[src/hw/rtl/aprs_pkg.sv]
// Package with the shared widths, stage types and helpers of the box pair resolver.
package aprs_pkg;

    localparam int PosW  = 32;  // signed Q16.16 position
    localparam int HalfW = 30;  // unsigned Q14.16 half extent
    localparam int SumW  = 31;  // sum of two half extents
    localparam int ExtW  = 34;  // edges, center differences and moved positions
    localparam int AbsW  = 33;  // magnitude of a center difference
    localparam int OvW   = 35;  // signed overlap before the hit is known
    localparam int AmtW  = 31;  // push distance of a real collision

    typedef enum logic [1:0] {
        EV_NONE        = 2'd0,
        EV_FIRST_TRIG  = 2'd1,
        EV_SECOND_TRIG = 2'd2,
        EV_COLLISION   = 2'd3
    } event_kind_t;

    // One pair of boxes as it arrives at the ports.
    typedef struct packed {
        logic signed [PosW-1:0]  first_x;
        logic signed [PosW-1:0]  first_y;
        logic        [HalfW-1:0] first_half_w;
        logic        [HalfW-1:0] first_half_h;
        logic                    first_is_trigger;
        logic signed [PosW-1:0]  second_x;
        logic signed [PosW-1:0]  second_y;
        logic        [HalfW-1:0] second_half_w;
        logic        [HalfW-1:0] second_half_h;
        logic                    second_is_trigger;
        logic                    push_both;
    } pair_in_t;

    // Four positions and the item flags, carried unchanged down the pipe.
    typedef struct packed {
        logic signed [PosW-1:0] ax;
        logic signed [PosW-1:0] ay;
        logic signed [PosW-1:0] bx;
        logic signed [PosW-1:0] by;
        logic                   atrig;
        logic                   btrig;
        logic                   both;
    } pos_t;

    // First stage: far edges, center differences and half extent sums.
    typedef struct packed {
        pos_t                   pos;
        logic signed [ExtW-1:0] a_right;
        logic signed [ExtW-1:0] a_top;
        logic signed [ExtW-1:0] b_right;
        logic signed [ExtW-1:0] b_top;
        logic signed [ExtW-1:0] dx;
        logic signed [ExtW-1:0] dy;
        logic        [SumW-1:0] hw_sum;
        logic        [SumW-1:0] hh_sum;
    } geom_t;

    // Second stage: overlap test result and the center distance magnitudes.
    typedef struct packed {
        pos_t                   pos;
        logic                   hit;
        logic        [AbsW-1:0] adx;
        logic        [AbsW-1:0] ady;
        logic                   neg_x;
        logic                   neg_y;
        logic        [SumW-1:0] hw_sum;
        logic        [SumW-1:0] hh_sum;
    } near_t;

    function automatic logic signed [ExtW-1:0] ext_pos(input logic signed [PosW-1:0] v);
        ext_pos = ExtW'(v);
    endfunction

    function automatic logic signed [PosW-1:0] sat_pos(input logic signed [ExtW-1:0] v);
        logic signed [ExtW-1:0] max_v;
        logic signed [ExtW-1:0] min_v;
        max_v = ext_pos({1'b0, {(PosW-1){1'b1}}});
        min_v = ext_pos({1'b1, {(PosW-1){1'b0}}});
        if (v > max_v) begin
            sat_pos = max_v[PosW-1:0];
        end else if (v < min_v) begin
            sat_pos = min_v[PosW-1:0];
        end else begin
            sat_pos = v[PosW-1:0];
        end
    endfunction

endpackage

[src/hw/rtl/aprs_geom.sv]
// Geometry stages of the box pair resolver: edges, center differences and the overlap test.
module aprs_geom (
    input  logic              clk,
    input  logic              rst_n,
    input  logic              in_valid,
    input  aprs_pkg::pair_in_t in_pair,
    output logic              out_valid,
    output aprs_pkg::near_t   out_near
);

    logic            s1_valid_reg;
    aprs_pkg::geom_t s1_reg;
    aprs_pkg::geom_t s1_next;
    logic            s2_valid_reg;
    aprs_pkg::near_t s2_reg;
    aprs_pkg::near_t s2_next;

    always_comb
    begin
        logic signed [aprs_pkg::ExtW-1:0] ahw_e;
        logic signed [aprs_pkg::ExtW-1:0] ahh_e;
        logic signed [aprs_pkg::ExtW-1:0] bhw_e;
        logic signed [aprs_pkg::ExtW-1:0] bhh_e;
        ahw_e = aprs_pkg::ExtW'(signed'({1'b0, in_pair.first_half_w}));
        ahh_e = aprs_pkg::ExtW'(signed'({1'b0, in_pair.first_half_h}));
        bhw_e = aprs_pkg::ExtW'(signed'({1'b0, in_pair.second_half_w}));
        bhh_e = aprs_pkg::ExtW'(signed'({1'b0, in_pair.second_half_h}));

        s1_next.pos.ax    = in_pair.first_x;
        s1_next.pos.ay    = in_pair.first_y;
        s1_next.pos.bx    = in_pair.second_x;
        s1_next.pos.by    = in_pair.second_y;
        s1_next.pos.atrig = in_pair.first_is_trigger;
        s1_next.pos.btrig = in_pair.second_is_trigger;
        s1_next.pos.both  = in_pair.push_both;

        s1_next.a_right = aprs_pkg::ext_pos(in_pair.first_x) + (ahw_e <<< 1);
        s1_next.a_top   = aprs_pkg::ext_pos(in_pair.first_y) + (ahh_e <<< 1);
        s1_next.b_right = aprs_pkg::ext_pos(in_pair.second_x) + (bhw_e <<< 1);
        s1_next.b_top   = aprs_pkg::ext_pos(in_pair.second_y) + (bhh_e <<< 1);

        // Center difference: (a + a_half) - (b + b_half).
        s1_next.dx = aprs_pkg::ext_pos(in_pair.first_x) - aprs_pkg::ext_pos(in_pair.second_x)
                     + ahw_e - bhw_e;
        s1_next.dy = aprs_pkg::ext_pos(in_pair.first_y) - aprs_pkg::ext_pos(in_pair.second_y)
                     + ahh_e - bhh_e;

        s1_next.hw_sum = {1'b0, in_pair.first_half_w} + {1'b0, in_pair.second_half_w};
        s1_next.hh_sum = {1'b0, in_pair.first_half_h} + {1'b0, in_pair.second_half_h};
    end

    always_comb
    begin
        logic signed [aprs_pkg::ExtW-1:0] ax_e;
        logic signed [aprs_pkg::ExtW-1:0] ay_e;
        logic signed [aprs_pkg::ExtW-1:0] bx_e;
        logic signed [aprs_pkg::ExtW-1:0] by_e;
        logic signed [aprs_pkg::ExtW-1:0] adx_full;
        logic signed [aprs_pkg::ExtW-1:0] ady_full;
        ax_e = aprs_pkg::ext_pos(s1_reg.pos.ax);
        ay_e = aprs_pkg::ext_pos(s1_reg.pos.ay);
        bx_e = aprs_pkg::ext_pos(s1_reg.pos.bx);
        by_e = aprs_pkg::ext_pos(s1_reg.pos.by);
        adx_full = s1_reg.dx[aprs_pkg::ExtW-1] ? -s1_reg.dx : s1_reg.dx;
        ady_full = s1_reg.dy[aprs_pkg::ExtW-1] ? -s1_reg.dy : s1_reg.dy;

        s2_next.pos = s1_reg.pos;
        // Touching edges do not count as overlap.
        s2_next.hit = (ax_e < s1_reg.b_right) && (s1_reg.a_right > bx_e) &&
                      (ay_e < s1_reg.b_top) && (s1_reg.a_top > by_e);
        s2_next.adx    = adx_full[aprs_pkg::AbsW-1:0];
        s2_next.ady    = ady_full[aprs_pkg::AbsW-1:0];
        s2_next.neg_x  = s1_reg.dx[aprs_pkg::ExtW-1];
        s2_next.neg_y  = s1_reg.dy[aprs_pkg::ExtW-1];
        s2_next.hw_sum = s1_reg.hw_sum;
        s2_next.hh_sum = s1_reg.hh_sum;
    end

    always_ff @(posedge clk or negedge rst_n)
    begin
        if (!rst_n)
        begin
            s1_valid_reg <= 1'b0;
            s2_valid_reg <= 1'b0;
        end
        else
        begin
            s1_valid_reg <= in_valid;
            s2_valid_reg <= s1_valid_reg;
        end
    end

    always_ff @(posedge clk)
    begin
        s1_reg <= s1_next;
        s2_reg <= s2_next;
    end

    assign out_valid = s2_valid_reg;
    assign out_near  = s2_reg;

endmodule

[src/hw/rtl/aprs_push.sv]
// Resolution stages of the box pair resolver: overlaps, axis choice, push and saturation.
module aprs_push (
    input  logic                              clk,
    input  logic                              rst_n,
    input  logic                              in_valid,
    input  aprs_pkg::near_t                   in_near,
    output logic                              out_valid,
    output logic signed [aprs_pkg::PosW-1:0]  out_first_x,
    output logic signed [aprs_pkg::PosW-1:0]  out_first_y,
    output logic signed [aprs_pkg::PosW-1:0]  out_second_x,
    output logic signed [aprs_pkg::PosW-1:0]  out_second_y,
    output aprs_pkg::event_kind_t             out_kind
);

    // Stage three: overlap per axis and the event kind.
    logic                            s3_valid_reg;
    aprs_pkg::pos_t                  s3_pos_reg;
    logic signed [aprs_pkg::OvW-1:0] s3_ovx_reg;
    logic signed [aprs_pkg::OvW-1:0] s3_ovy_reg;
    logic                            s3_neg_x_reg;
    logic                            s3_neg_y_reg;
    aprs_pkg::event_kind_t           s3_kind_reg;
    logic signed [aprs_pkg::OvW-1:0] s3_ovx_next;
    logic signed [aprs_pkg::OvW-1:0] s3_ovy_next;
    aprs_pkg::event_kind_t           s3_kind_next;

    // Stage four: chosen axis, direction and push distance.
    logic                             s4_valid_reg;
    aprs_pkg::pos_t                   s4_pos_reg;
    aprs_pkg::event_kind_t            s4_kind_reg;
    logic                             s4_use_x_reg;
    logic                             s4_neg_reg;
    logic [aprs_pkg::AmtW-1:0]        s4_amt_reg;
    logic                             s4_use_x_next;
    logic                             s4_neg_next;
    logic [aprs_pkg::AmtW-1:0]        s4_amt_next;

    // Stage five: saturated results.
    logic                             s5_valid_reg;
    logic signed [aprs_pkg::PosW-1:0] s5_ax_reg;
    logic signed [aprs_pkg::PosW-1:0] s5_ay_reg;
    logic signed [aprs_pkg::PosW-1:0] s5_bx_reg;
    logic signed [aprs_pkg::PosW-1:0] s5_by_reg;
    aprs_pkg::event_kind_t            s5_kind_reg;
    logic signed [aprs_pkg::PosW-1:0] s5_ax_next;
    logic signed [aprs_pkg::PosW-1:0] s5_ay_next;
    logic signed [aprs_pkg::PosW-1:0] s5_bx_next;
    logic signed [aprs_pkg::PosW-1:0] s5_by_next;

    always_comb
    begin
        s3_ovx_next = aprs_pkg::OvW'(signed'({1'b0, in_near.hw_sum}))
                      - aprs_pkg::OvW'(signed'({1'b0, in_near.adx}));
        s3_ovy_next = aprs_pkg::OvW'(signed'({1'b0, in_near.hh_sum}))
                      - aprs_pkg::OvW'(signed'({1'b0, in_near.ady}));
        if (!in_near.hit) begin
            s3_kind_next = aprs_pkg::EV_NONE;
        end else if (in_near.pos.atrig) begin
            s3_kind_next = aprs_pkg::EV_FIRST_TRIG;
        end else if (in_near.pos.btrig) begin
            s3_kind_next = aprs_pkg::EV_SECOND_TRIG;
        end else begin
            s3_kind_next = aprs_pkg::EV_COLLISION;
        end
    end

    always_comb
    begin
        logic signed [aprs_pkg::OvW-1:0] ov;
        // Ties go to the y axis.
        s4_use_x_next = s3_ovx_reg < s3_ovy_reg;
        ov            = s4_use_x_next ? s3_ovx_reg : s3_ovy_reg;
        s4_neg_next   = s4_use_x_next ? s3_neg_x_reg : s3_neg_y_reg;
        // On a real collision the overlap lies in (0, 2^31), so the low bits carry it.
        s4_amt_next   = s3_pos_reg.both ? ov[aprs_pkg::AmtW:1] : ov[aprs_pkg::AmtW-1:0];
    end

    always_comb
    begin
        logic signed [aprs_pkg::ExtW-1:0] amt_e;
        logic signed [aprs_pkg::ExtW-1:0] a_coord;
        logic signed [aprs_pkg::ExtW-1:0] b_coord;
        logic signed [aprs_pkg::ExtW-1:0] a_moved;
        logic signed [aprs_pkg::ExtW-1:0] b_moved;
        amt_e   = aprs_pkg::ExtW'(signed'({1'b0, s4_amt_reg}));
        a_coord = aprs_pkg::ext_pos(s4_use_x_reg ? s4_pos_reg.ax : s4_pos_reg.ay);
        b_coord = aprs_pkg::ext_pos(s4_use_x_reg ? s4_pos_reg.bx : s4_pos_reg.by);
        // The first box moves away from the second; the second moves the other way.
        a_moved = s4_neg_reg ? a_coord - amt_e : a_coord + amt_e;
        b_moved = s4_neg_reg ? b_coord + amt_e : b_coord - amt_e;

        s5_ax_next = s4_pos_reg.ax;
        s5_ay_next = s4_pos_reg.ay;
        s5_bx_next = s4_pos_reg.bx;
        s5_by_next = s4_pos_reg.by;
        if (s4_kind_reg == aprs_pkg::EV_COLLISION)
        begin
            if (s4_use_x_reg)
            begin
                s5_ax_next = aprs_pkg::sat_pos(a_moved);
                if (s4_pos_reg.both)
                begin
                    s5_bx_next = aprs_pkg::sat_pos(b_moved);
                end
            end
            else
            begin
                s5_ay_next = aprs_pkg::sat_pos(a_moved);
                if (s4_pos_reg.both)
                begin
                    s5_by_next = aprs_pkg::sat_pos(b_moved);
                end
            end
        end
    end

    always_ff @(posedge clk or negedge rst_n)
    begin
        if (!rst_n)
        begin
            s3_valid_reg <= 1'b0;
            s4_valid_reg <= 1'b0;
            s5_valid_reg <= 1'b0;
        end
        else
        begin
            s3_valid_reg <= in_valid;
            s4_valid_reg <= s3_valid_reg;
            s5_valid_reg <= s4_valid_reg;
        end
    end

    always_ff @(posedge clk)
    begin
        s3_pos_reg   <= in_near.pos;
        s3_ovx_reg   <= s3_ovx_next;
        s3_ovy_reg   <= s3_ovy_next;
        s3_neg_x_reg <= in_near.neg_x;
        s3_neg_y_reg <= in_near.neg_y;
        s3_kind_reg  <= s3_kind_next;

        s4_pos_reg   <= s3_pos_reg;
        s4_kind_reg  <= s3_kind_reg;
        s4_use_x_reg <= s4_use_x_next;
        s4_neg_reg   <= s4_neg_next;
        s4_amt_reg   <= s4_amt_next;

        s5_ax_reg    <= s5_ax_next;
        s5_ay_reg    <= s5_ay_next;
        s5_bx_reg    <= s5_bx_next;
        s5_by_reg    <= s5_by_next;
        s5_kind_reg  <= s4_kind_reg;
    end

    assign out_valid    = s5_valid_reg;
    assign out_first_x  = s5_ax_reg;
    assign out_first_y  = s5_ay_reg;
    assign out_second_x = s5_bx_reg;
    assign out_second_y = s5_by_reg;
    assign out_kind     = s5_kind_reg;

endmodule

[src/hw/rtl/aabb_pair_overlap_resolve_unit.sv]
// Top level of the box pair overlap resolver.
//
// The unit takes one pair of axis-aligned boxes per clock cycle and resolves
// their overlap. It is a five stage pipeline: an item accepted with start high
// comes out of the last stage as a one cycle pulse on done, together with the
// four resolved positions and event_kind. busy is always low, so a new item can
// be given in every cycle, and results appear in the order the items went in,
// one per item. The receiver cannot stall the unit: it must capture each result
// in the cycle in which done is high. The stages are: edges and center
// differences, overlap test and magnitudes, per axis overlap, axis choice with
// push distance, and the saturating move.
//
// Positions are signed Q16.16 and half extents unsigned Q14.16. Boxes that only
// touch do not overlap. A trigger box reports an event (first box ahead of the
// second) and moves nothing. A collision pushes along the axis of smaller
// overlap, the y axis on a tie: either the first box alone by the full overlap,
// or both boxes by half of it (rounded down) in opposite directions. A zero
// center difference pushes the first box toward positive coordinates. Moved
// positions saturate to the signed 32-bit range.
module aabb_pair_overlap_resolve_unit (
    input  logic                              clk,
    input  logic                              rst_n,
    input  logic                              start,
    output logic                              busy,
    input  logic signed [aprs_pkg::PosW-1:0]  first_x,
    input  logic signed [aprs_pkg::PosW-1:0]  first_y,
    input  logic        [aprs_pkg::HalfW-1:0] first_half_w,
    input  logic        [aprs_pkg::HalfW-1:0] first_half_h,
    input  logic                              first_is_trigger,
    input  logic signed [aprs_pkg::PosW-1:0]  second_x,
    input  logic signed [aprs_pkg::PosW-1:0]  second_y,
    input  logic        [aprs_pkg::HalfW-1:0] second_half_w,
    input  logic        [aprs_pkg::HalfW-1:0] second_half_h,
    input  logic                              second_is_trigger,
    input  logic                              push_both,
    output logic                              done,
    output logic signed [aprs_pkg::PosW-1:0]  new_first_x,
    output logic signed [aprs_pkg::PosW-1:0]  new_first_y,
    output logic signed [aprs_pkg::PosW-1:0]  new_second_x,
    output logic signed [aprs_pkg::PosW-1:0]  new_second_y,
    output logic        [1:0]                 event_kind
);

    aprs_pkg::pair_in_t    pair;
    logic                  accept;
    logic                  near_valid;
    aprs_pkg::near_t       near;
    aprs_pkg::event_kind_t kind;

    // Every stage moves on each cycle, so the unit never refuses an item.
    assign busy   = 1'b0;
    assign accept = start && !busy;

    assign pair.first_x           = first_x;
    assign pair.first_y           = first_y;
    assign pair.first_half_w      = first_half_w;
    assign pair.first_half_h      = first_half_h;
    assign pair.first_is_trigger  = first_is_trigger;
    assign pair.second_x          = second_x;
    assign pair.second_y          = second_y;
    assign pair.second_half_w     = second_half_w;
    assign pair.second_half_h     = second_half_h;
    assign pair.second_is_trigger = second_is_trigger;
    assign pair.push_both         = push_both;

    // Stages one and two: geometry and the strict overlap test.
    aprs_geom u_geom (
        .clk       (clk),
        .rst_n     (rst_n),
        .in_valid  (accept),
        .in_pair   (pair),
        .out_valid (near_valid),
        .out_near  (near)
    );

    // Stages three to five: event kind, axis choice, push and saturation.
    aprs_push u_push (
        .clk          (clk),
        .rst_n        (rst_n),
        .in_valid     (near_valid),
        .in_near      (near),
        .out_valid    (done),
        .out_first_x  (new_first_x),
        .out_first_y  (new_first_y),
        .out_second_x (new_second_x),
        .out_second_y (new_second_y),
        .out_kind     (kind)
    );

    assign event_kind = kind;

endmodule
[config.mk]
export PLATFORM = sky130hd
export DESIGN_NAME = aabb_pair_overlap_resolve_unit
export DESIGN_NICKNAME = d
export VERILOG_FILES = /design/src/hw/rtl/aprs_pkg.sv /design/src/hw/rtl/aprs_geom.sv /design/src/hw/rtl/aprs_push.sv /design/src/hw/rtl/aabb_pair_overlap_resolve_unit.sv
export SDC_FILE = /design/constraint.sdc
export NUM_CORES = 2
export LEC_CHECK = 0
export BUFFER_PORTS_ARGS = -buffer_cell sky130_fd_sc_hd__buf_4
export CELL_PAD_IN_SITES_DETAIL_PLACEMENT = 1
export CELL_PAD_IN_SITES_GLOBAL_PLACEMENT = 2
export CORE_ASPECT_RATIO = 1.2
export CORE_MARGIN = 2
export CORE_UTILIZATION = 39
export CTS_BUF_LIST = sky130_fd_sc_hd__clkbuf_4 sky130_fd_sc_hd__clkbuf_8 sky130_fd_sc_hd__clkbuf_16
export DETAILED_ROUTE_END_ITERATION = 10
export GPL_TIMING_DRIVEN = 0
export HOLD_SLACK_MARGIN = 0.06
export PLACE_DENSITY_LB_ADDON = 0.1
export SYNTH_ARGS = -nofsm -noshare
export SYNTH_HDL_FRONTEND = slang
export SYNTH_SLANG_ARGS = --single-unit
[constraint.sdc]
create_clock -name clk -period 6.3 [get_ports clk]
set_clock_uncertainty 0.1 [all_clocks]
set_input_delay 0.315 -clock clk [delete_from_list [all_inputs] [get_ports clk]]
set_output_delay 0.315 -clock clk [all_outputs]
set_load 0.05 [all_outputs]
==> PnR_summary.wiki <==
{| class="wikitable"
! Metric !! Value
|-
| Result of the run || completed
|-
| Final period util || 0.961
|-
| Crit path from || u_push.s4_amt_reg[14]$_DFF_P_
|-
| Number of standard cells after synthesis || 5732
|-
| Core Box Area || 142000 µm²
|-
| Maximum clock path buffer count || 3
|-
| Switching Power || 0.0147 W
|-
| Fraction of synthesis flops using an asynchronous set or reset pin || 0.00434
|-
| Initial cell density of the core || 0.391
|-
| Number of H-tree levels || 3
|-
| Transition time at the pin with the least slew margin || 1390 ps
|-
| Full die area || 146000 µm²
|-
| Crit path arrival time || 6570 ps
|-
| Height of the chip || 418 µm
|-
| R2r endpoint || u_push.out_second_y[15]$_DFF_P_
|-
| Clock Sink Count || 1151
|-
| Via count of the first global-routing pass || 45600
|-
| Mean cell area of the mapped netlist || 9.73 µm²
|-
| Pleak || 31.7 nW
|-
| Number of enable-type register cells in the synthesized netlist || 0
|-
| Clock power frac || 0.214
|-
| Critical Path End || u_push.out_second_y[15]$_DFF_P_
|-
| Vias per Instance || 5.12
|-
| Top Ports || 386
|-
| Final core area utilization || 0.480
|-
| Cell Count Post-Placement || 7965
|-
| Detailed-route DRC error count || 0
|-
| Number of cells on the worst reg-to-reg path || 21
|-
| WP data required || 6810 ps
|-
| Sum of net half-perimeters after detailed placement || 165000 µm
|-
| Most used cells in the layout excluding fill and tap cells || 1146 x dfxtp_1, 638 x ha_1, 577 x inv_1
|-
| Total vias in the final route || 43500
|-
| Num CTS Buffers || 115
|-
| Number of nets still failing antenna checks after routing || 0
|-
| Post-layout minimum cycle time || 6050 ps
|-
| First-pass GRT wire length || 290000 µm
|-
| Total of endpoints with negative setup slack in the final report || 0
|-
| Fraction of layout instances using a drive strength above 1 || 0.120
|-
| Number of maximum-capacitance constraint violations || 0
|-
| Count of distinct cell types in the synthesized netlist || 105
|-
| Remaining max-slew budget at the tightest pin || 0.0625
|-
| Wire length after detailed routing || 197000 µm
|-
| Buffers on Ports || 384
|-
| Maximum clock frequency || 165 MHz
|-
| Final hold violation count || 0
|-
| PwrDens || 510 nW/µm²
|-
| Maximum resistive drop on vdd || 0.311 mV
|-
| Count of placed standard cells in the final layout, fillers left out || 8488
|-
| Clock Latency Late Sink || 760 ps
|-
| Final-report max-slew violation count || 0
|-
| Primary FF master, synth || dfxtp_1
|-
| Leading cell type in the layout, fill and taps excluded || dfxtp_1
|-
| Setup TNS || 0 ps
|-
| Internal power || 0.0202 W
|-
| CTS clock-pin slew for the worst setup and hold paths || 60 ps
|-
| Final global-route overflow total || 0
|-
| Die boundary width || 349 µm
|-
| Part of the Yosys area used for sequential elements || 0.414
|-
| Clock tree from TritonCTS || done
|-
| Synth-to-Final Area Change || 22.7%
|-
| Classification of the worst setup path || flip-flop to flip-flop
|-
| Fraction of power consumed by sequential logic || 0.282
|-
| Maximum number of pins on one net before global-route repair || 20
|-
| Post-Synthesis Cell Area || 55800 µm²
|-
| Syn Nets || 6696
|-
| Synth Warn # || 0
|-
| Average detailed-routed wire length per instance || 23.2 µm
|-
| DR iter-0 viols || 2083
|-
| Worst-path fanout max || 10
|-
| Startpoint of the worst register-to-register path || u_push.s4_amt_reg[14]$_DFF_P_
|-
| Final layout net count || 7493
|-
| Kind of end point of the critical path || flip-flop
|-
| Net switching share of the total power || 0.422
|-
| Number of register bits inferred by synthesis || 1151
|-
| Site row count || 152
|-
| R2R Setup Slk || 250 ps
|-
| Flip-flop count of the largest register, all copies and words added || 389
|-
| Worst min-delay path class || primary input to flip-flop
|-
| Startpoint type of the worst setup path || flip-flop
|-
| CTS root buffer || clkbuf_16
|-
| Share of power burned in combinational logic || 0.504
|-
| GRT Overall Usage || 0.267
|-
| Final weighted congestion in routability-driven placement || 0.907
|-
| Antenna violations before repair || 17
|-
| Pre-Repair DR Iteration Count || 5
|}
[power by group through the flow]
| stage | Sequential [W] | Combinational [W] | Clock (W) |
|---|---|---|---|
| final | 0.00985 | 0.0176 | 0.00747 |
| after global routing | 0.00998 | 0.0194 | 0.00793 |
| after CTS | 0.00985 | 0.0175 | 0.00764 |
| after detailed placement | 0.0100 | 0.0169 | 0 |
| after global placement | 0.00997 | 0.0168 | 0 |
| after floorplan | 0.00961 | 0.0121 | 0 |
[final cells by class]
cell class | count | area [µm²]
repair buffers | 684 | 5880
clock inverters | 63 | 853
clock buffers | 154 | 3360
multi-input cells | 3930 | 30400
diodes | 11 | 27.5
well taps | 1848 | 2310
inverters | 578 | 2170
plain buffers | 69 | 389
flip-flops and latches | 1151 | 23100
fillers | 15900 | 74000
[Yosys cell counts, types with 37 or more instances]
master    number  area share
nor3_1        68      0.0061
inv_1        577       0.039
mux2i_1       88       0.016
mux2_2        67       0.014
dfxtp_1     1146        0.41
xor2_1       127       0.020
o21ai_1       61      0.0055
a21oi_1      363       0.033
fa_1          72       0.026
o21ai_0      298       0.027
clkbuf_1      43      0.0029
o21a_1        76       0.010
o21bai_1      63      0.0085
o31ai_1       42      0.0057
nand4_1       53      0.0059
nand3_1       70      0.0063
nor2b_1       78      0.0088
a21boi_0      37      0.0050
a21o_1       140       0.019
or3_1         37      0.0042
nand2_1      360       0.024
ha_1         638        0.14
xnor2_1      350       0.055
nand2b_1      68      0.0076
nor2_1       324       0.022
[timing repair]
action | CTS | global route
endpoints found under the setup margin | 129 | 137
buffers inserted | 2 | 1
hold buffers | 296 | 0
hold endpoints to repair | 344 | 0
pin swaps | 2 | 2
resized for setup | 45 | 37
[metal layers]
layer  global-route usage  part of all wire  vias up
li1                     -                 -    21300
met1                0.339              0.44    21200
met2                0.475              0.49      774
met3               0.0270             0.035      206
met4               0.0788             0.029        0
met5                    0                 0        -
[worst min-delay path by stage]
stage | startpoint | to | slack [ps] | cells after the start
after global placement | rst_n | u_push.out_valid$_DFF_PN0_ | 20 | 1
after floorplan | rst_n | u_geom.out_valid$_DFF_PN0_ | -80 | 0
final | first_y[2] | u_geom.s1_reg[202]$_DFF_P_ | 120 | 5
after CTS | second_x[8] | u_geom.s1_reg[309]$_DFF_P_ | 60 | 2
after detailed placement | rst_n | u_push.out_valid$_DFF_PN0_ | 20 | 1
after global routing | second_x[0] | u_geom.s1_reg[301]$_DFF_P_ | 100 | 2
[logic make-up (layout without fill, tap and decap cells)]
logic type / count (synthesis) / count (layout) / share of synthesized area
buffers and inverters: 651 / 1548 / 0.0451
adders and majority gates: 734 / 734 / 0.173
other: 1 / 12 / 0.0000672
and+or+nand+nor: 1216 / 1216 / 0.107
muxes: 155 / 155 / 0.0293
xor gates and xnor gates: 490 / 490 / 0.0798
AOI/OAI and AO/OA: 1334 / 1334 / 0.152
DFF: 1151 / 1151 / 0.414
[through the flow]
| stage | instance area (µm²) | setup WS, ps | hold WS [ps] | power [W] |
|---|---|---|---|---|
| 2_1_floorplan | 55800 | 568 | -80.6 | 0.0217 |
| 3_3_place_gp | 61000 | -3280 | 15.3 | 0.0268 |
| 3_5_place_dp | 61000 | -3300 | 17.5 | 0.0269 |
| 4_1_cts | 68300 | 0.529 | 62.1 | 0.0350 |
| 5_1_grt | 68400 | -13.1 | 96.6 | 0.0373 |
| 6_report | 68400 | 246 | 118 | 0.0349 |
[critical path, cell delays in order (launching register included)]
cell      delay (ps)
dfxtp_1          340
nor4_2           770
and2_1           320
buf_2            250
a41oi_1          160
xnor2_1          710
inv_1            220
ha_1             390
a21o_1           200
nand2_1           70
nand2_1           60
a21o_1           180
a21o_1           170
a21o_1           170
a21oi_1          160
o311ai_1         120
a21oi_1          240
xnor2_2          210
or2_4            270
nand2_1          190
clkbuf_4         320
o21ai_2          320
No activity file was read; power rests on OpenSTA's default activity.
